### config.mk
export PLATFORM = sky130hd
export DESIGN_NAME = hst_front
export DESIGN_NICKNAME = d
export VERILOG_FILES = /design/src/sv/hst_pkg.sv /design/src/sv/hst_front.sv
export SDC_FILE = /design/constraint.sdc
export NUM_CORES = 2
export LEC_CHECK = 0
export BUFFER_PORTS_ARGS = -buffer_cell sky130_fd_sc_hd__clkbuf_2
export CORE_UTILIZATION = 45
export CTS_CLUSTER_SIZE = 28
export DETAILED_ROUTE_END_ITERATION = 7
export GPL_ROUTABILITY_DRIVEN = 0
export PLACE_DENSITY_LB_ADDON = 0.2
export SYNTH_ARGS = -nofsm -noshare
export SYNTH_HDL_FRONTEND = slang
export SYNTH_SLANG_ARGS = --single-unit
### constraint.sdc
create_clock -name i_clk -period 9.6 [get_ports i_clk]
set_input_delay 0 -clock i_clk [delete_from_list [all_inputs] [get_ports i_clk]]
set_output_delay 0 -clock i_clk [all_outputs]
set_load 0.01 [all_outputs]
### src/sv/hst_pkg.sv
// Package for the homography symmetric transfer inlier block.
// Holds widths, register indexes, payload types, the back-end state type and the adjugate table.
// Used by every module of the block; depends on nothing.
`default_nettype none
package hst_pkg;

    localparam int MAX_POINTS = 4096;
    localparam int CNT_CAP    = (MAX_POINTS < 8191) ? MAX_POINTS : 8191;
    localparam int CNT_W      = 13;
    localparam int COORD_W    = 32;
    localparam int ACC_W      = 48;
    localparam int CFG_IDX_W  = 3;
    localparam int CFG_DATA_W = 64;
    localparam int N_COEF     = 9;
    localparam int ADJ_STEPS  = 18;

    localparam logic [CFG_IDX_W-1:0] REG_COEF_00_01 = 3'd0;
    localparam logic [CFG_IDX_W-1:0] REG_COEF_02_10 = 3'd1;
    localparam logic [CFG_IDX_W-1:0] REG_COEF_11_12 = 3'd2;
    localparam logic [CFG_IDX_W-1:0] REG_COEF_20_21 = 3'd3;
    localparam logic [CFG_IDX_W-1:0] REG_COEF_22    = 3'd4;
    localparam logic [CFG_IDX_W-1:0] REG_THRESHOLD  = 3'd5;

    typedef logic signed [COORD_W-1:0] t_coef;

    typedef struct packed {
        logic signed [COORD_W-1:0] ref_u;
        logic signed [COORD_W-1:0] ref_v;
        logic signed [COORD_W-1:0] cur_u;
        logic signed [COORD_W-1:0] cur_v;
        logic                      last_point;
    } t_item;

    typedef enum logic [2:0] {
        B_IDLE,
        B_MUL,
        B_DIV_START,
        B_DIV_WAIT,
        B_SQUARE,
        B_SUM,
        B_DONE
    } t_bstate;

    // Operand indexes {a, b} of product step j; each cofactor is a*b - c*d.
    function automatic logic [7:0] adj_opnd(input logic [4:0] j);
        logic [7:0] r;
        case (j)
            5'd0:  r = {4'd4, 4'd8};
            5'd1:  r = {4'd5, 4'd7};
            5'd2:  r = {4'd2, 4'd7};
            5'd3:  r = {4'd1, 4'd8};
            5'd4:  r = {4'd1, 4'd5};
            5'd5:  r = {4'd2, 4'd4};
            5'd6:  r = {4'd6, 4'd5};
            5'd7:  r = {4'd3, 4'd8};
            5'd8:  r = {4'd0, 4'd8};
            5'd9:  r = {4'd6, 4'd2};
            5'd10: r = {4'd3, 4'd2};
            5'd11: r = {4'd0, 4'd5};
            5'd12: r = {4'd3, 4'd7};
            5'd13: r = {4'd6, 4'd4};
            5'd14: r = {4'd6, 4'd1};
            5'd15: r = {4'd0, 4'd7};
            5'd16: r = {4'd0, 4'd4};
            5'd17: r = {4'd3, 4'd1};
            default: r = 8'd0;
        endcase
        return r;
    endfunction

endpackage
`default_nettype wire

### src/sv/hst_front.sv
// Front end: two-word input queue and the adjugate unit that derives the inverse mapping.
// Feeds hst_back; depends on hst_pkg.
`default_nettype none
module hst_front (
    input  wire logic            i_clk,
    input  wire logic            i_rst_n,
    input  wire logic            i_push,
    input  wire hst_pkg::t_item  i_item,
    output logic                 o_full,
    input  wire logic            i_coef_wr,
    input  wire hst_pkg::t_coef  i_h [hst_pkg::N_COEF],
    output hst_pkg::t_coef       o_g [hst_pkg::N_COEF],
    output logic                 o_valid,
    output hst_pkg::t_item       o_item,
    input  wire logic            i_take
);
    import hst_pkg::*;

    t_item       r_q [2];
    logic        r_wp, r_rp;
    logic [1:0]  r_cnt;
    logic        w_push_ok;

    logic               r_busy;
    logic [4:0]         r_j;
    logic signed [63:0] r_prod;
    logic signed [63:0] r_acc;
    t_coef              r_g [N_COEF];
    logic [7:0]         w_op;
    logic [4:0]         w_k;
    logic signed [64:0] w_diff;
    logic signed [64:0] w_rnd;
    t_coef              w_sat;

    assign w_push_ok = i_push && !o_full;
    assign o_full    = (r_cnt == 2'd2) || r_busy;
    assign o_valid   = (r_cnt != 2'd0);
    assign o_item    = r_q[r_rp];

    always_ff @(posedge i_clk) begin
        if (!i_rst_n) begin
            r_wp  <= 1'b0;
            r_rp  <= 1'b0;
            r_cnt <= 2'd0;
        end else begin
            if (w_push_ok) begin
                r_wp <= ~r_wp;
            end
            if (i_take) begin
                r_rp <= ~r_rp;
            end
            r_cnt <= r_cnt + {1'b0, w_push_ok} - {1'b0, i_take};
        end
        if (w_push_ok) begin
            r_q[r_wp] <= i_item;
        end
    end

    assign w_op   = adj_opnd(r_j);
    assign w_k    = r_j - 5'd1;
    assign w_diff = 65'(r_acc) - 65'(r_prod);
    assign w_rnd  = (w_diff + 65'sd8388608) >>> 24;

    always_comb begin
        if (w_rnd > 65'sd2147483647) begin
            w_sat = 32'sh7FFFFFFF;
        end else if (w_rnd < -65'sd2147483648) begin
            w_sat = 32'sh80000000;
        end else begin
            w_sat = w_rnd[31:0];
        end
    end

    always_ff @(posedge i_clk) begin
        if (!i_rst_n) begin
            r_busy <= 1'b1;
            r_j    <= 5'd0;
        end else if (i_coef_wr) begin
            r_busy <= 1'b1;
            r_j    <= 5'd0;
        end else if (r_busy) begin
            r_j <= r_j + 5'd1;
            if (r_j == 5'(ADJ_STEPS)) begin
                r_busy <= 1'b0;
            end
        end
        if (r_busy && r_j < 5'(ADJ_STEPS)) begin
            r_prod <= i_h[w_op[7:4]] * i_h[w_op[3:0]];
        end
        if (r_busy && r_j != 5'd0) begin
            if (!w_k[0]) begin
                r_acc <= r_prod;
            end else begin
                r_g[w_k[4:1]] <= w_sat;
            end
        end
    end

    assign o_g = r_g;

endmodule
`default_nettype wire

# Yosys cells after proc, flatten, opt, wreduce, memory -nomap -nowiden
# Memories as Yosys holds them, arrays and structs flattened. A register that Yosys moved wholly into a read port is not among the register bits.
# Index checks and enable logic that the tools add are counted.
[totals] reg_bits=426 mem_bits_rw=258 romBits=224 input_bits=422 out_inout_bits=419 elab_cells=71 n_memories=2
[memory_table] name="r_q" depth=2 width=129 read_ports=1 rd_ports_with_merged_regs=1 wr=1 line="hst_front.sv:19" source="t_item r_q [2];"
[memory_table] name="(no name shown)" depth=32 width=7 read_ports=1 rd_ports_with_merged_regs=1 wr=0 line="hst_pkg.sv:47" source="case (j)"
[op_classes] n_addsub=6 multipliers=1 magnitude_cmp=7 eq_ne=2 mux=19 bitwise_logic=7 reduce_logical=11
[ops] operator="bitwise mux 288 bit" n=1
[ops] operator="binary-select mux 32 bit (select 4 bit)" n=2
[ops] operator="two-way mux 32 bit" n=7
[ops] operator="demux 32 bit (select 4 bit)" n=1
[ops] operator="adder 65 x 25 -> 65 bit (second input constant)" n=1
[ops] operator="subtractor 64 x 64 -> 65 bit" n=1
[ops] operator="multiplier 32 x 32 -> 64 bit" n=1
[ops] operator="> comparator 41 x 32 -> 1 bit (second input constant)" n=1
[ops] operator="less-than comparator 41 x 32 -> 1 bit (second input constant)" n=1
[ops] operator="greater-or-equal comparator 5 bit (second input constant)" n=3
[ops] operator="NOT 4 -> 5 bit" n=3
[ops] operator="two-way mux 5 bit" n=2
[ops] operator="two-way mux 1 bit" n=6
[ops] operator="adder 5 x 1 -> 5 bit (second input constant)" n=1
[ops] operator="equality test 5 bit (second input constant)" n=1
[ops] operator="less-than comparator 5 x 1 -> 1 bit (second input constant)" n=1
[ops] operator="less-than comparator 5 bit (second input constant)" n=1
[ops] operator="nonzero test 5 bit" n=1
[ops] operator="subtractor 5 x 1 -> 5 bit (second input constant)" n=1
[ops] operator="logical AND 1 bit" n=4
[ops] operator="NOT 1 bit" n=4
[ops] operator="AND reduction 2 bit" n=2
[ops] operator="adder 2 x 1 -> 2 bit" n=1
[ops] operator="equality test 2 bit (second input constant)" n=1
[ops] operator="5 further kinds" n=5

# Logic depth before layout (Yosys ltp)
[logic_depth] word_depth=7 ltp_mapped=35 mapped_depth_nobuf=31

# Worst setup path after synthesis
# Ideal clock, no wire load.
[synth_path] path_type="register to register" start="register, netlist name w_op[0]" end="register r_prod[58] (data pin)" setup_ns=0.259 arrival_ns=9.353 required_ns=9.341 slack_ns=-0.011 path_stages_with_launch=30 path_buffers=3 period_less_slack_ns=9.611 path_cell_list="dfxtp_1 -> clkbuf_1 -> buf_1 -> mux4_2 -> mux2i_1 -> nor2_1 -> a21oi_1 -> clkbuf_1 -> nor2_1 -> ha_1 -> fa_1 -> fa_1 -> fa_1 -> inv_1 -> fa_1 -> inv_1 -> fa_1 -> fa_1 -> inv_1 -> fa_1 -> inv_1 -> ha_1 -> and3_1 -> and2_1 -> and3_1 -> a2111o_1 -> o21a_1 -> a31o_2 -> a31oi_1 -> xnor2_1"
[synth_via] elab_chain_len=5
[synth_rtl] element="NOT 4 -> 5 bit (not written as such)" line="hst_front.sv:88" source="r_prod <= i_h[w_op[7:4]] * i_h[w_op[3:0]];"
[synth_rtl] element="binary-select mux 32 bit (select 4 bit)" line="hst_front.sv:88"
[synth_rtl] element="two-way mux 32 bit (not written as such) (2 in a row)" line="hst_front.sv:88"
[synth_rtl] element="multiplier 32 x 32 -> 64 bit" line="hst_front.sv:88"
[synth_rtl] element="to (signal assigned)" line="hst_front.sv:88"
[synth_rtl] element="to (decl)" line="hst_front.sv:26" source="logic signed [63:0] r_prod;"
# No other way between the ends. The select of a mux whose other input is x is not followed.
# A chain may end at the register's enable or synchronous reset.

# Worst setup path in the final report
[layout_path] start="register, netlist name w_op[0]" end="register r_prod[60] (data pin)"
[layout_via] elab_chain_len=5
[layout_rtl] element="NOT 4 -> 5 bit (not written as such)" line="hst_front.sv:88"
[layout_rtl] element="binary-select mux 32 bit (select 4 bit)" line="hst_front.sv:88"
[layout_rtl] element="two-way mux 32 bit (not written as such) (2 in a row)" line="hst_front.sv:88"
[layout_rtl] element="multiplier 32 x 32 -> 64 bit" line="hst_front.sv:88"
# No other way between the ends. The select of a mux whose other input is x is not followed.

==> impl_metrics.tcl <==
set metrics [dict create \
    clockBufferDepth 3 \
    start_kind "register" \
    fp-row-count 140 \
    clkTransAtPathRegs_ps 80 \
    antenna_left 0 \
    drive_gt1_share_pct 22.1 \
    dieArea_um2 149000 \
    syn-instance-count 5789 \
    synth_mux_area_share_pct 8.07 \
    synth_warnings 0 \
    r2r_start "w_op[0]$_DFF_P_" \
    worstHoldPathType "input port to register" \
    synth_edf_count 674 \
    grt_pass1_wl_um 318000 \
    setup_viol 0 \
    path_delay_family "adder cells" \
    crit_fanout 15 \
    synth-seq-cells 692 \
    syn_nets 7612 \
    async_flop_share_pct 0 \
    viasPerCell 5.47 \
    crit_path_end_kind "register" \
    fmax_ghz 0.107 \
    dp_hpwl_um 173000 \
    synthAdderAreaFrac_pct 38.6 \
    avgSynthCellArea_um2 11.5 \
    wire_per_inst_um 24.2 \
    drv_slew 0 \
    path_buf_inv 5 \
    drc 0 \
    cts_buffers 67 \
    synth-compound-area-share_pct 4.44 \
    root_buffer "clkbuf_16" \
    critical_path_depth 28 \
    rsz0062_at_grt "no" \
    grt_max_degree 71 \
    cts.sinks 692 \
    arrival_ps 9680 \
    slowest_delay_ps 570 \
    nNetsFinal 8612 \
    status "complete, no violations" \
    boundaryPins 841 \
    layout_common_cells "inv_1 (1091), fa_1 (1082), clkbuf_2 (840)" \
    drtIter0Drc 4014 \
    fillers 12782 \
    antenna_found_initial 12 \
    synth-xor-area-share_pct 1.53 \
    cap_violations 0 \
    h-tree-depth 3 \
    routed-via-count 48003 \
    start_util_pct 45.4 \
    crit_start "w_op[0]$_DFF_P_" \
    rrSetupSlack_ps 290 \
    final_util_pct 53.3 \
    grtUsageTotal_pct 28.8 \
    maxSlewHeadroom_pct 6.56 \
    clkLatencyLatePin_ps 670 \
    synth_flop_cell "edfxtp_1" \
    critical_path_required_ps 9980 \
    cts_tree "done" \
    critical-path-slowest-cell "fa_1" \
    cpMostUsedCell "fa_1" \
    post-route-period-util_pct 97.0 \
    grt-ovfl-total 0 \
    synth_cell_types 68 \
    finalHoldViolations 0 \
    yosys.area_share.simple_pct 8.68 \
    io_buffers 840 \
    die_y_um 386 \
    drt-total-wl_um 212000 \
    worstMarginPinSlew_ps 1390 \
    finalCriticalPeriod_ps 9310 \
    area_growth_pct 17.3 \
    timing_worst_setup_path_type "register to register" \
    seq_area_frac_synth_pct 31.0 \
    first_global_vias 50697 \
    drt_first_pass_iters 6 \
    core_um2 146000 \
    final_common_cell "inv_1" \
    clock_skew_ps 47.5 \
    fin_tns_setup_ps 0 \
    r2r_end "r_prod[60]$_DFFE_PP_" \
    die_x_um 386 \
    synth_area_um2 66400 \
    synth_top_family_by_area "adder cells" \
    reg2reg_depth 28 \
    cp-endpoint "r_prod[60]$_DFFE_PP_" \
]
[flip-flops by register name, indices dropped and copies added (netlist names), named ones only]
name    flops
r_q       258
r_acc      64
r_prod     64
r_rp        1
r_j         5
o_g       288
w_op        7
r_wp        1
r_cnt       2
r_busy      1
[cell families (layout without fill, tap and decap cells)]
| kind of cell | Yosys count | in the layout |
|---|---|---|
| AOI/OAI and AO/OA | 474 | 474 |
| muxes | 355 | 355 |
| DFF | 692 | 692 |
| adders and majority gates | 1401 | 1401 |
| xor gates and xnor gates | 116 | 116 |
| and+or+nand+nor | 1410 | 1410 |
| buffers and inverters | 1341 | 2393 |
| other | 0 | 12 |
[metal layers]
layer	vias up	GRT usage [%]	wire length, µm
li1	20582	-	-
met1	24468	37.8	84300
met2	2458	46.0	96900
met3	489	5.94	19700
met4	6	13.2	11300
met5	-	0	34
[area by class of cell]
type                            count  area (µm²)  share of cell area [%]
Clock inverter                     44         561                   0.720
Timing Repair Buffer             1177        7330                    9.41
Multi-Input combinational cell   3756       41100                    52.8
Clock buffer                       77        1710                    2.20
Sequential cell                   692       20600                    26.5
Inverter                         1095        4110                    5.29
Tap cell                         1917        2400                    3.08
Antenna cell                       12        30.0                  0.0386
[how the worst min path moves through the flow]
stage / startpoint / endpoint / slack (ps) / depth (start not counted)
after CTS: i_item[119] / r_q[1][119]$_DFFE_PP_ / 30 / 2
after detailed placement: i_item[26] / r_q[1][26]$_DFFE_PP_ / 190 / 1
after floorplan: i_item[0] / r_q[0][0]$_DFFE_PP_ / 100 / 0
after global placement: i_item[44] / r_q[1][44]$_DFFE_PP_ / 190 / 1
after global routing: i_item[119] / r_q[1][119]$_DFFE_PP_ / 70 / 2
final: i_item[118] / r_q[0][118]$_DFFE_PP_ / 80 / 2
[cells in the mapped netlist, types with 71 or more instances]
library cell	count	share of area [%]
mux2_2	160	2.7
fa_1	1082	33
a21oi_1	153	1.2
nor2_1	609	3.4
xnor2_1	71	0.94
inv_1	1093	6.2
clkbuf_1	215	1.2
ha_1	319	6.0
a21o_1	71	0.80
edfxtp_1	674	30
nand2_1	604	3.4
mux4_2	128	4.3
[stage by stage]
| step | hold WS, ps | std cells | cell area, µm² | setup slack (ps) |
|---|---|---|---|---|
| floorplan | 98.9 | 5789 | 66400 | 57.1 |
| global placement | 189 | 8481 | 73900 | 62.9 |
| detailed placement | 193 | 8481 | 73900 | -24.5 |
| CTS | 29.3 | 8738 | 77500 | 15.0 |
| global route | 66.8 | 8764 | 77800 | 23.3 |
| finish | 79.9 | 8770 | 77800 | 292 |
[repair_timing]
action | CTS | global route
buffers inserted | 1 | 19
setup endpoints to repair | 1 | 15
cloned | 0 | 1
hold buffers | 135 | 0
pin swaps | 0 | 1
resized for setup | 4 | 25
hold endpoints to repair | 290 | 0
Power is left out: the tool's default activity adds up to more than one toggle a clock period on the data nets, which glitch-free logic cannot reach.
